[config.mk]
export PLATFORM = sky130hd
export DESIGN_NAME = autoscroll_tick_generator
export DESIGN_NICKNAME = d
export VERILOG_FILES = /design/src/design/ats_pkg.sv /design/src/design/ats_div.sv /design/src/design/autoscroll_tick_generator.sv
export SDC_FILE = /design/constraint.sdc
export NUM_CORES = 1
export LEC_CHECK = 0
export BUFFER_PORTS_ARGS = -buffer_cell sky130_fd_sc_hd__buf_2
export CAP_MARGIN = 20
export CORE_MARGIN = 2
export CORE_UTILIZATION = 69
export DETAILED_ROUTE_END_ITERATION = 8
export PLACE_DENSITY_LB_ADDON = 0.05
export SLEW_MARGIN = 40
export SYNTH_ARGS = -nofsm -noshare
export SYNTH_HDL_FRONTEND = slang
export SYNTH_HIERARCHICAL = 1
export SYNTH_SLANG_ARGS = --single-unit
[constraint.sdc]
create_clock -name aclk -period 19.55 [get_ports aclk]
set_input_delay 1.955 -clock aclk [delete_from_list [all_inputs] [get_ports aclk]]
set_output_delay 1.955 -clock aclk [all_outputs]
set_load 0.005 [all_outputs]
[src/design/ats_pkg.sv]
// ----------------------------------------------------------------------------
// Autoscroll tick generator package
// Shared widths, limits, sequencer and divider types, and the stepped
// interval table used by the tick generator and its divider.
// ----------------------------------------------------------------------------
package ats_pkg;

    // Shared divider geometry: the widest dividend is the jog product
    // (slow - fast) * past, which stays below 2^23.
    localparam int DIV_W  = 23;
    localparam int DIVR_W = 11;
    localparam int IVL_W  = 12;

    // Wheel detent sizes in thousandths.
    localparam int HIRES_MULTIPLIER = 120;
    localparam logic [17:0] DETENT_LO = 18'd1000;
    localparam logic [17:0] DETENT_HI = 18'(1000 * HIRES_MULTIPLIER);

    // Register limits applied where the registers are used.
    localparam logic [8:0]  SPEED_MIN = 9'd25;
    localparam logic [8:0]  SPEED_MAX = 9'd400;
    localparam logic [7:0]  DZ_MAX    = 8'd200;
    localparam logic [10:0] SPAN_MIN  = 11'd50;
    localparam logic [10:0] SPAN_MAX  = 11'd2000;
    localparam logic [IVL_W-1:0] MIN_INTERVAL = IVL_W'(5);
    localparam logic signed [4:0] LEVEL_MAX = 5'sd9;

    // Configuration register indexes.
    localparam logic [2:0] CFG_SPEED_PERCENT    = 3'd0;
    localparam logic [2:0] CFG_JOG_DEADZONE     = 3'd1;
    localparam logic [2:0] CFG_JOG_SPAN         = 3'd2;
    localparam logic [2:0] CFG_INVERT_DIRECTION = 3'd3;
    localparam logic [2:0] CFG_HIRES_WHEEL      = 3'd4;

    typedef enum logic [2:0] {
        ST_IDLE,
        ST_UPDATE,
        ST_PLAN,
        ST_LAUNCH,
        ST_DIV_WAIT,
        ST_MUL,
        ST_FINISH
    } state_t;

    typedef enum logic [1:0] {
        OP_STEP,
        OP_SLOW,
        OP_FAST,
        OP_JOG
    } div_op_t;

    typedef struct packed {
        logic              start;
        logic [DIV_W-1:0]  dividend;
        logic [DIVR_W-1:0] divisor;
    } div_req_t;

    typedef struct packed {
        logic             done;
        logic [DIV_W-1:0] quotient;
    } div_rsp_t;

    // Stepped interval table scaled by 100, so that dividing by the speed in
    // percent gives the interval in milliseconds.
    function automatic logic [16:0] step_x100(input logic [3:0] idx);
        logic [16:0] v;
        begin
            case (idx)
                4'd0:    v = 17'd100000;
                4'd1:    v = 17'd50000;
                4'd2:    v = 17'd20000;
                4'd3:    v = 17'd10000;
                4'd4:    v = 17'd6700;
                4'd5:    v = 17'd5000;
                4'd6:    v = 17'd4000;
                4'd7:    v = 17'd3300;
                4'd8:    v = 17'd2500;
                default: v = 17'd100000;
            endcase
            return v;
        end
    endfunction

endpackage

[src/design/ats_div.sv]
// ----------------------------------------------------------------------------
// Autoscroll shared divider
// Restoring unsigned divider, one quotient bit per cycle, shared by all the
// interval calculations of the tick generator.
// ----------------------------------------------------------------------------
module ats_div (
    input  logic             aclk,
    input  logic             aresetn,
    input  ats_pkg::div_req_t req,
    output ats_pkg::div_rsp_t rsp
);

    localparam int CNT_W = $clog2(ats_pkg::DIV_W + 1);

    logic                          busy_reg;
    logic                          done_reg;
    logic [CNT_W-1:0]              cnt_reg;
    logic [ats_pkg::DIVR_W-1:0]    rem_reg;
    logic [ats_pkg::DIVR_W-1:0]    dvs_reg;
    logic [ats_pkg::DIV_W-1:0]     quo_reg;

    logic [ats_pkg::DIVR_W:0]      trial;
    logic                          fits;

    // The dividend shifts out of the top of quo_reg as quotient bits enter below.
    assign trial = {rem_reg, quo_reg[ats_pkg::DIV_W-1]};
    assign fits  = trial >= {1'b0, dvs_reg};

    always_ff @(posedge aclk) begin
        if (!aresetn) begin
            busy_reg <= 1'b0;
            done_reg <= 1'b0;
            cnt_reg  <= '0;
        end else begin
            done_reg <= 1'b0;
            if (req.start) begin
                busy_reg <= 1'b1;
                cnt_reg  <= CNT_W'(ats_pkg::DIV_W);
            end else if (busy_reg) begin
                cnt_reg <= cnt_reg - CNT_W'(1);
                if (cnt_reg == CNT_W'(1)) begin
                    busy_reg <= 1'b0;
                    done_reg <= 1'b1;
                end
            end
        end
    end

    always_ff @(posedge aclk) begin
        if (req.start) begin
            rem_reg <= '0;
            dvs_reg <= req.divisor;
            quo_reg <= req.dividend;
        end else if (busy_reg) begin
            rem_reg <= fits ? ats_pkg::DIVR_W'(trial - {1'b0, dvs_reg})
                            : trial[ats_pkg::DIVR_W-1:0];
            quo_reg <= {quo_reg[ats_pkg::DIV_W-2:0], fits};
        end
    end

    assign rsp.done     = done_reg;
    assign rsp.quotient = quo_reg;

endmodule

[src/design/autoscroll_tick_generator.sv]
// Processing: a word with no scrolling active passes through update, plan and finish; stepped
// mode adds one division by the speed (23 quotient bits), jog mode past the span two divisions
// and jog mode inside it three divisions and one multiply, all on the shared divider.
// One word is worked on at a time: a new word is accepted only once the last result is
// loaded, which waits while an earlier result is held. Reset (aresetn low, synchronous)
// clears level, jog mode, deflection, tick time and edge history and restores defaults.
// ----------------------------------------------------------------------------
// Autoscroll tick generator
// Turns control bits and vertical ball motion into periodic wheel detents,
// using a small sequencer around one shared iterative divider.
// ----------------------------------------------------------------------------
module autoscroll_tick_generator (
    input  logic        aclk,
    input  logic        aresetn,
    // Input words.
    input  logic        s_tvalid,
    output logic        s_tready,
    // s_tdata: time_ms[31:0], ball_dy[47:32], jog_hold[48], step_up[49],
    //          step_down[50], stop_request[51], zero padding[55:52]
    input  logic [55:0] s_tdata,
    // s_tuser: motion_to_jog[0]
    input  logic        s_tuser,
    // Result words.
    output logic        m_tvalid,
    input  logic        m_tready,
    // m_tdata: wheel_amount[17:0], scroll_level[22:18], jog_mode[23]
    output logic [23:0] m_tdata,
    // Configuration write port.
    input  logic        cfg_we,
    input  logic [2:0]  cfg_index,
    input  logic [10:0] cfg_wdata
);

    localparam int IW = ats_pkg::IVL_W;
    localparam int DW = ats_pkg::DIV_W;

    // Configuration registers.
    logic [8:0]  speed_reg;
    logic [7:0]  dz_reg;
    logic [10:0] span_reg;
    logic        invert_reg;
    logic        hires_reg;

    // Sequencer and item state.
    ats_pkg::state_t  state_reg, state_next;
    ats_pkg::div_op_t op_reg, op_next;

    logic [31:0]        time_reg, time_next;
    logic signed [15:0] dy_reg, dy_next;
    logic               to_jog_reg, to_jog_next;
    logic [3:0]         ctl_reg, ctl_next;       // up, down, stop, hold
    logic [2:0]         prev_bits_reg, prev_bits_next;
    logic signed [4:0]  level_reg, level_next;
    logic               jog_reg, jog_next;
    logic signed [12:0] defl_reg, defl_next;
    logic [31:0]        last_tick_reg, last_tick_next;
    logic               dir_act_reg, dir_act_next;
    logic               dir_neg_reg, dir_neg_next;
    logic [3:0]         idx_reg, idx_next;
    logic [IW-1:0]      past_reg, past_next;
    logic [IW-1:0]      slow_reg, slow_next;
    logic [IW-1:0]      fast_reg, fast_next;
    logic [IW-1:0]      ivl_reg, ivl_next;
    logic [DW-1:0]      prod_reg, prod_next;
    logic               m_tvalid_reg, m_tvalid_next;
    logic [23:0]        m_tdata_reg, m_tdata_next;

    // Saturated register values.
    logic [8:0]  spd_sat;
    logic [7:0]  dz_sat;
    logic [10:0] span_sat;

    ats_pkg::div_req_t div_req;
    ats_pkg::div_rsp_t div_rsp;
    logic [IW-1:0]     q_min;

    assign spd_sat  = (speed_reg < ats_pkg::SPEED_MIN) ? ats_pkg::SPEED_MIN :
                      (speed_reg > ats_pkg::SPEED_MAX) ? ats_pkg::SPEED_MAX : speed_reg;
    assign dz_sat   = (dz_reg > ats_pkg::DZ_MAX) ? ats_pkg::DZ_MAX : dz_reg;
    assign span_sat = (span_reg < ats_pkg::SPAN_MIN) ? ats_pkg::SPAN_MIN :
                      (span_reg > ats_pkg::SPAN_MAX) ? ats_pkg::SPAN_MAX : span_reg;

    // Stepped intervals never fall below the minimum interval.
    assign q_min = (div_rsp.quotient < DW'(ats_pkg::MIN_INTERVAL)) ? ats_pkg::MIN_INTERVAL
                                                                   : div_rsp.quotient[IW-1:0];

    // The divider is started from the launch state only; its operands come
    // from registers through the interval table and the register limits.
    always_comb begin
        div_req.start = (state_reg == ats_pkg::ST_LAUNCH);
        case (op_reg)
            ats_pkg::OP_STEP: begin
                div_req.dividend = DW'(ats_pkg::step_x100(idx_reg));
                div_req.divisor  = 11'(spd_sat);
            end
            ats_pkg::OP_SLOW: begin
                div_req.dividend = DW'(ats_pkg::step_x100(4'd0));
                div_req.divisor  = 11'(spd_sat);
            end
            ats_pkg::OP_FAST: begin
                div_req.dividend = DW'(ats_pkg::step_x100(4'd8));
                div_req.divisor  = 11'(spd_sat);
            end
            ats_pkg::OP_JOG: begin
                div_req.dividend = prod_reg;
                div_req.divisor  = span_sat;
            end
            default: begin
                div_req.dividend = prod_reg;
                div_req.divisor  = span_sat;
            end
        endcase
    end

    ats_div u_div (
        .aclk    (aclk),
        .aresetn (aresetn),
        .req     (div_req),
        .rsp     (div_rsp)
    );

    // Configuration writes land directly; indexes beyond the list are ignored.
    always_ff @(posedge aclk) begin
        if (!aresetn) begin
            speed_reg  <= 9'd100;
            dz_reg     <= 8'd15;
            span_reg   <= 11'd300;
            invert_reg <= 1'b0;
            hires_reg  <= 1'b0;
        end else if (cfg_we) begin
            case (cfg_index)
                ats_pkg::CFG_SPEED_PERCENT:    speed_reg  <= cfg_wdata[8:0];
                ats_pkg::CFG_JOG_DEADZONE:     dz_reg     <= cfg_wdata[7:0];
                ats_pkg::CFG_JOG_SPAN:         span_reg   <= cfg_wdata;
                ats_pkg::CFG_INVERT_DIRECTION: invert_reg <= cfg_wdata[0];
                ats_pkg::CFG_HIRES_WHEEL:      hires_reg  <= cfg_wdata[0];
                default: ;
            endcase
        end
    end

    // Next state and datapath.
    always_comb begin
        logic [2:0]         rise;
        logic signed [4:0]  u_lvl;
        logic               u_jog;
        logic signed [12:0] u_defl;
        logic signed [16:0] u_sum;
        logic signed [16:0] u_lim;
        logic [12:0]        d_abs;
        logic [IW-1:0]      mag;
        logic [3:0]         lvl_abs;
        logic [31:0]        elapsed;
        logic               fire;
        logic [17:0]        detent;
        logic [17:0]        amount;
        logic [2*IW-1:0]    prod_full;

        state_next     = state_reg;
        op_next        = op_reg;
        time_next      = time_reg;
        dy_next        = dy_reg;
        to_jog_next    = to_jog_reg;
        ctl_next       = ctl_reg;
        prev_bits_next = prev_bits_reg;
        level_next     = level_reg;
        jog_next       = jog_reg;
        defl_next      = defl_reg;
        last_tick_next = last_tick_reg;
        dir_act_next   = dir_act_reg;
        dir_neg_next   = dir_neg_reg;
        idx_next       = idx_reg;
        past_next      = past_reg;
        slow_next      = slow_reg;
        fast_next      = fast_reg;
        ivl_next       = ivl_reg;
        prod_next      = prod_reg;
        m_tdata_next   = m_tdata_reg;
        m_tvalid_next  = m_tvalid_reg && !m_tready;

        rise  = ctl_reg[2:0] & ~prev_bits_reg;
        u_lvl = level_reg;
        u_jog = jog_reg;
        u_defl = defl_reg;
        u_sum = '0;
        u_lim = $signed({5'b0, 12'({1'b0, dz_sat} + {1'b0, span_sat})});
        d_abs = defl_reg[12] ? 13'(-defl_reg) : 13'(defl_reg);
        mag   = d_abs[IW-1:0];
        lvl_abs = level_reg[4] ? 4'(-level_reg) : 4'(level_reg);
        elapsed = time_reg - last_tick_reg;
        fire    = dir_act_reg && (elapsed >= 32'(ivl_reg));
        detent  = hires_reg ? ats_pkg::DETENT_HI : ats_pkg::DETENT_LO;
        amount  = (dir_neg_reg ^ invert_reg) ? 18'(18'd0 - detent) : detent;
        prod_full = (slow_reg - fast_reg) * past_reg;

        case (state_reg)
            ats_pkg::ST_IDLE: begin
                if (s_tvalid) begin
                    time_next   = s_tdata[31:0];
                    dy_next     = $signed(s_tdata[47:32]);
                    to_jog_next = s_tuser;
                    ctl_next    = {s_tdata[48], s_tdata[51:49]};
                    state_next  = ats_pkg::ST_UPDATE;
                end
            end
            ats_pkg::ST_UPDATE: begin
                // Jog entry and exit follow the held jog bit.
                if (ctl_reg[3] && !u_jog) begin
                    u_lvl  = '0;
                    u_defl = '0;
                    u_jog  = 1'b1;
                    last_tick_next = time_reg;
                end else if (!ctl_reg[3] && u_jog) begin
                    u_lvl  = '0;
                    u_defl = '0;
                    u_jog  = 1'b0;
                end
                // A step edge leaves jog mode before moving the level.
                if (rise[0]) begin
                    if (u_jog) begin
                        u_lvl  = '0;
                        u_defl = '0;
                        u_jog  = 1'b0;
                    end
                    u_lvl = (u_lvl + 5'sd1 > ats_pkg::LEVEL_MAX) ? ats_pkg::LEVEL_MAX
                                                                : u_lvl + 5'sd1;
                    last_tick_next = time_reg;
                end
                if (rise[1]) begin
                    if (u_jog) begin
                        u_lvl  = '0;
                        u_defl = '0;
                        u_jog  = 1'b0;
                    end
                    u_lvl = (u_lvl - 5'sd1 < -ats_pkg::LEVEL_MAX) ? -ats_pkg::LEVEL_MAX
                                                                 : u_lvl - 5'sd1;
                    last_tick_next = time_reg;
                end
                if (rise[2]) begin
                    u_lvl  = '0;
                    u_defl = '0;
                    u_jog  = 1'b0;
                end
                // Deflection accumulates and is clamped to deadzone plus span.
                if (u_jog) begin
                    u_sum = 17'(u_defl) + (to_jog_reg ? 17'(dy_reg) : 17'sd0);
                    if (u_sum > u_lim) begin
                        u_sum = u_lim;
                    end else if (u_sum < -u_lim) begin
                        u_sum = -u_lim;
                    end
                    u_defl = 13'(u_sum);
                end
                level_next     = u_lvl;
                jog_next       = u_jog;
                defl_next      = u_defl;
                prev_bits_next = ctl_reg[2:0];
                state_next     = ats_pkg::ST_PLAN;
            end
            ats_pkg::ST_PLAN: begin
                dir_act_next = 1'b0;
                if (jog_reg) begin
                    if (mag > IW'(dz_sat)) begin
                        // Ball moved down (positive deflection) scrolls down.
                        dir_act_next = 1'b1;
                        dir_neg_next = !defl_reg[12];
                        past_next    = mag - IW'(dz_sat);
                        op_next      = ats_pkg::OP_SLOW;
                        state_next   = ats_pkg::ST_LAUNCH;
                    end else begin
                        state_next = ats_pkg::ST_FINISH;
                    end
                end else if (level_reg != 5'sd0) begin
                    dir_act_next = 1'b1;
                    dir_neg_next = level_reg[4];
                    idx_next     = lvl_abs - 4'd1;
                    op_next      = ats_pkg::OP_STEP;
                    state_next   = ats_pkg::ST_LAUNCH;
                end else begin
                    state_next = ats_pkg::ST_FINISH;
                end
            end
            ats_pkg::ST_LAUNCH: begin
                state_next = ats_pkg::ST_DIV_WAIT;
            end
            ats_pkg::ST_DIV_WAIT: begin
                if (div_rsp.done) begin
                    case (op_reg)
                        ats_pkg::OP_STEP: begin
                            ivl_next   = q_min;
                            state_next = ats_pkg::ST_FINISH;
                        end
                        ats_pkg::OP_SLOW: begin
                            slow_next  = q_min;
                            op_next    = ats_pkg::OP_FAST;
                            state_next = ats_pkg::ST_LAUNCH;
                        end
                        ats_pkg::OP_FAST: begin
                            fast_next = q_min;
                            // Past the whole span the fastest interval applies.
                            if (past_reg >= IW'(span_sat)) begin
                                ivl_next   = q_min;
                                state_next = ats_pkg::ST_FINISH;
                            end else begin
                                state_next = ats_pkg::ST_MUL;
                            end
                        end
                        ats_pkg::OP_JOG: begin
                            ivl_next   = slow_reg - div_rsp.quotient[IW-1:0];
                            state_next = ats_pkg::ST_FINISH;
                        end
                        default: begin
                            state_next = ats_pkg::ST_FINISH;
                        end
                    endcase
                end
            end
            ats_pkg::ST_MUL: begin
                prod_next  = prod_full[DW-1:0];
                op_next    = ats_pkg::OP_JOG;
                state_next = ats_pkg::ST_LAUNCH;
            end
            ats_pkg::ST_FINISH: begin
                // Wait for the output register to free up before loading it.
                if (!m_tvalid_reg || m_tready) begin
                    if (fire) begin
                        last_tick_next = time_reg;
                    end
                    m_tdata_next  = {jog_reg, level_reg, fire ? amount : 18'd0};
                    m_tvalid_next = 1'b1;
                    state_next    = ats_pkg::ST_IDLE;
                end
            end
            default: begin
                state_next = ats_pkg::ST_IDLE;
            end
        endcase
    end

    always_ff @(posedge aclk) begin
        if (!aresetn) begin
            state_reg     <= ats_pkg::ST_IDLE;
            op_reg        <= ats_pkg::OP_STEP;
            prev_bits_reg <= '0;
            level_reg     <= '0;
            jog_reg       <= 1'b0;
            defl_reg      <= '0;
            last_tick_reg <= '0;
            dir_act_reg   <= 1'b0;
            m_tvalid_reg  <= 1'b0;
        end else begin
            state_reg     <= state_next;
            op_reg        <= op_next;
            prev_bits_reg <= prev_bits_next;
            level_reg     <= level_next;
            jog_reg       <= jog_next;
            defl_reg      <= defl_next;
            last_tick_reg <= last_tick_next;
            dir_act_reg   <= dir_act_next;
            m_tvalid_reg  <= m_tvalid_next;
        end
    end

    // Payload registers carry no reset.
    always_ff @(posedge aclk) begin
        time_reg    <= time_next;
        dy_reg      <= dy_next;
        to_jog_reg  <= to_jog_next;
        ctl_reg     <= ctl_next;
        dir_neg_reg <= dir_neg_next;
        idx_reg     <= idx_next;
        past_reg    <= past_next;
        slow_reg    <= slow_next;
        fast_reg    <= fast_next;
        ivl_reg     <= ivl_next;
        prod_reg    <= prod_next;
        m_tdata_reg <= m_tdata_next;
    end

    assign s_tready = (state_reg == ats_pkg::ST_IDLE);
    assign m_tvalid = m_tvalid_reg;
    assign m_tdata  = m_tdata_reg;

endmodule

Yosys cells after proc, flatten, opt, wreduce, memory -nomap -nowiden
Memories as Yosys holds them, arrays and structs flattened. A register that Yosys moved wholly into a read port is not among the register bits.
Index checks and enable logic that the tools add are counted.
Widths: inputs -> output; s select.
- register bits after elaboration: 296
- ROM bits: 240
- input bits: 76
- output and inout bits: 26
- logic and storage cells: 218
- memories: 1
- add/sub/neg operators: 15
- multiply operators: 1
- $lt $le $gt $ge: 14
- equal/unequal tests: 24
- muxes and demuxes: 85
- bitwise gates (word level): 6
- reduce and logical (&&, ||, !) cells: 38
- memories (name ; depth ; bits a word ; read ports ; clocked after memory_dff ; wr ports ; line ; RTL):
    (name not given) ; 16 ; 15 ; 1 ; 1 ; 0 ; ats_pkg.sv:68 ; case (idx)
- operators by type and width (kind ; count):
    $mux 32 ; 5
    $mux 13 ; 11
    $pmux 34 s4 ; 1
    $mux 5 ; 15
    $pmux 32 s2 ; 1
    $mux 23 ; 2
    $mux 12 ; 3
    $pmux 12 s3 ; 1
    $mux 17 ; 2
    $mux 11 ; 3
    $ge 32x12->1 ; 1
    $sub 32x32->32 ; 1
    $ge 12x11->1 ; 2
    $lt 23x3->1 const B ; 1
    $mul 13x13->23 ; 1
    $pmux 3 s7 ; 1
    $mux 1 ; 20
    $mux 18 ; 1
    $mux 3 ; 6
    $mux 9 ; 2
    $reduce_and 3->1 ; 6
    $sub 1x17->18 const A ; 1
    $add 13x17->17 ; 1
    $gt 17x13->1 ; 1
    53 further kinds ; 94

Depth between registers and ports, before layout
- depth after elaboration: 20
- mapped depth: 32
- depth with buffers taken out: 31

Cells and area by module
Netlist, hierarchy kept.
- by module, submodules not included (module ; times used ; cells each ; area each (µm²) ; seq. area each (µm²)):
    autoscroll_tick_generator ; 1 ; 2498 ; 22243.8 ; 6426.2
    ats_div ; 1 ; 221 ; 2612.5 ; 1381.3

Least setup slack after synthesis
OpenSTA, ideal clock, no wires.
- kind: flip-flop to flip-flop
- start: register slow_reg[2]
- end: register prod_reg[21], data pin
- library setup time: 0.266 ns
- data arrival time: 6.675 ns
- slack: 12.609 ns
- cell stages (with the launch flop): 29
- buffers on the path: 1
- clock period less this slack: 6.941 ns
- cells stage by stage: edfxtp_1 > ha_1 > nor2b_1 > o21ai_0 > nand2b_1 > a21o_1 > a31o_2 > a41o_1 > o41ai_1 > clkbuf_1 > and2_1 > fa_1 > inv_1 > fa_1 > inv_1 > fa_1 > fa_1 > inv_1 > fa_1 > inv_1 > ha_1 > and2_1 > a31o_2 > a41oi_1 > a21oi_1 > a41o_1 > nor4_1 > nor3_1 > xor2_1
- word-level cells in the longest chain between the ends: 2
- RTL lines (item ; line ; RTL):
    from (decl) ; autoscroll_tick_generator.sv:61 ; logic [IW-1:0] slow_reg, slow_next;
    from (signal assigned) ; autoscroll_tick_generator.sv:373 ; slow_reg <= slow_next;
    $sub 12x12->13 ; autoscroll_tick_generator.sv:194 ; prod_full = (slow_reg - fast_reg) * past_reg;
    $mul 13x13->23 ; autoscroll_tick_generator.sv:194 ;
    to (signal assigned) ; autoscroll_tick_generator.sv:376 ; prod_reg <= prod_next;
    to (decl) ; autoscroll_tick_generator.sv:64 ; logic [DW-1:0] prod_reg, prod_next;
Every way passes these cells.
A chain may end at the register's enable or synchronous reset.

Final worst setup path
- start: register slow_reg[1]
- end: register prod_reg[21], data pin
Same word-level chain as after synthesis.

==> metrics.txt <==
Netlist cell types 89; clock sink total 301; vias in the first global route 19200; worst skew pair latency 550 ps; die height 194 µm; Switch Pwr 0.00100 W; dpl ws 11970 ps; Final Hold Vio Count 0; Post-Syn Instances 2719; sequential share of the synthesized area 31.4%; hpwl dp 43.4 mm; run status complete, no violations; DRT Pass-1 Iters 5; I/O Buffers 94; clk buf depth 3; RSZ-0062 raised after global routing false; H-tree levels 2; Final ANT Viol Nets 0; met1 usage 37.6%; Die X 194 µm; layout cells sized above 1 8.77%; Tot Pwr 0.00264 W; CTS tree built; sequential share of power 33.3%; clock-pin transition on the worst setup and hold timing paths 60 ps; mapped cell area 24900 µm²; Max Slew Vio Count 0; Commonest cells post-synth 346 x inv_1, 323 x nand2_1, 223 x ha_1; CTS Hold Bufs 0; final setup vio count 0; core area 35500 µm²; leak pwr 12.0 nW; switching share of total power 38.0%; CTS buffer count 36; Hold WC Path Type reg2reg; fin crit period 7720 ps; crit path buf inv count 5; crit path kind reg2reg; largest net degree at the start of global routing 73; root buf cell clkbuf_16; Worst Setup Start Kind flop; max cap viols 0; DRC errors left 0; Yosys reg bits 301; GRT met3 Usage 5.43%; Initial Util 70.1%; Yosys top cell area share 21.5%; drt initial violations 1145; peak supply drop 0.137 mV; IO Pins 102; CP endpoint kind flop; routed length per instance 17.5 µm; post-cts sizing count 0; placed inst area 25600 µm²; GRT Util Overall 30.2%; global-route wire length before repair 93.3 mm; ys async rst share 0%; slowest CP cell fa_1; number of synthesis warnings 6; Worst-Margin Slew 805 ps; Max transition margin 45.9%; Final Cycle Share 39.5%; maximum clock rate 129 MHz; Setup Fix Bufs, Post-CTS 0; design area 26800 µm²; Data arrival, critical path 8020 ps; clock skew 22.1 ps; GR Layer Usage met2 53.3%; Crit Path Max Fanout 12; ys flop type edfxtp_1; Core Util, Final 75.4%; post-synthesis cell type with the largest combined area edfxtp_1; Clock Power Share 25.5%; ant diodes 0; Nets 3193; power per cell area 98.6 nW/µm²; Int Power 0.00164 W; Site Rows 69; CP required 19840 ps; vias per cell 5.98; total detailed-routing wirelength 56.7 mm; area delta synth->final 7.69%; Via Count 19400; setup_tns 0 ps; full die area 37600 µm²; Final GP Congestion 0.902; post-synthesis area per instance 9.14 µm²; CP peak stage delay 530 ps; GR peak layer met2; most frequent CP cell fa_1; total congestion overflow 0; EDFF count, synth 178; initial antenna violation count 0; Synth area leaders edfxtp_1 22%, fa_1 11%, ha_1 11%; Gate power share 41.2%; final worst setup slack 11830 ps; delay-heaviest family, CP adder cells; fillcell total 2587; count leader, synth inv_1
path summary, 6_finish.rpt:
kind	startpoint	end	slack [ps]	cells past startpoint
max	slow_reg[1]$_DFFE_PP_	prod_reg[21]$_DFFE_PP_	11830	29
min	last_tick_reg[29]$_SDFFE_PN0P_	last_tick_reg[29]$_SDFFE_PN0P_	460	2
max reg2reg	slow_reg[1]$_DFFE_PP_	prod_reg[21]$_DFFE_PP_	11830	29
min reg2reg	last_tick_reg[29]$_SDFFE_PN0P_	last_tick_reg[29]$_SDFFE_PN0P_	460	2
logic make-up after synthesis:
group                      synth area share, %
xor gates and xnor gates                  4.30
AOI/OAI and AO/OA                         14.1
DFF                                       31.4
buffers and inverters                     7.47
muxes                                     3.03
and+or+nand+nor                           17.1
other                                   0.0151
adders and majority gates                 22.6
power groups by stage:
stage	Sequential (W)	Combinational (W)	Clock, W
CTS	0.000879	0.00108	0.000683
finish	0.000880	0.00109	0.000673
global route	0.000890	0.00121	0.000707
floorplan	0.000851	0.000865	0
detailed placement	0.000890	0.00107	0
global placement	0.000885	0.00102	0
area by class of cell:
type / instances / area [µm²] / share of cell area, %
Clock inverter: 13 / 106 / 0.397
Clock buffer: 53 / 1090 / 4.06
Sequential cell: 301 / 7810 / 29.2
Inverter: 347 / 1300 / 4.87
Multi-Input combinational cell: 1954 / 15300 / 57.1
Tap cell: 461 / 577 / 2.15
Timing Repair Buffer: 113 / 616 / 2.30
worst register-to-register path, delay by kind of cell (launching register included):
kind,cells,cell delay (ps)
buffers and inverters,5,390
DFF,1,420
adders and majority gates,7,3160
AOI/OAI and AO/OA,10,2380
and+or+nand+nor,5,830
xor gates and xnor gates,2,280
through the flow:
stage	std cells	hold slack (ps)
2_1_floorplan	2721	406
3_3_place_gp	3176	445
3_5_place_dp	3176	452
4_1_cts	3242	460
5_1_grt	3242	483
6_report	3242	457
cells in the final DEF, fill, tap and decap left out, types with 35 or more instances in the layout:
master | synthesis | final
edfxtp_1 | 178 | 178
nand3_1 | 41 | 41
nor3_1 | 44 | 43
a21oi_1 | 117 | 117
a21o_1 | 41 | 41
mux2i_1 | 47 | 47
nor2_1 | 149 | 147
buf_2 | 4 | 93
xor2_1 | 35 | 35
fa_1 | 141 | 141
inv_1 | 346 | 345
nand2_1 | 323 | 323
o21ai_0 | 108 | 108
clkbuf_16 | 0 | 38
nor2b_1 | 59 | 59
and2_1 | 121 | 118
nand2b_1 | 40 | 40
dfxtp_1 | 123 | 123
ha_1 | 223 | 223
xnor2_1 | 87 | 87
routing by layer:
| layer | vias to the layer above | share of wire, % |
|---|---|---|
| li1 | 9308 | - |
| met1 | 9322 | 41 |
| met2 | 642 | 50 |
| met3 | 118 | 6.9 |
| met4 | 0 | 2.4 |
| met5 | - | 0 |
(Power assumes the default switching activity.)
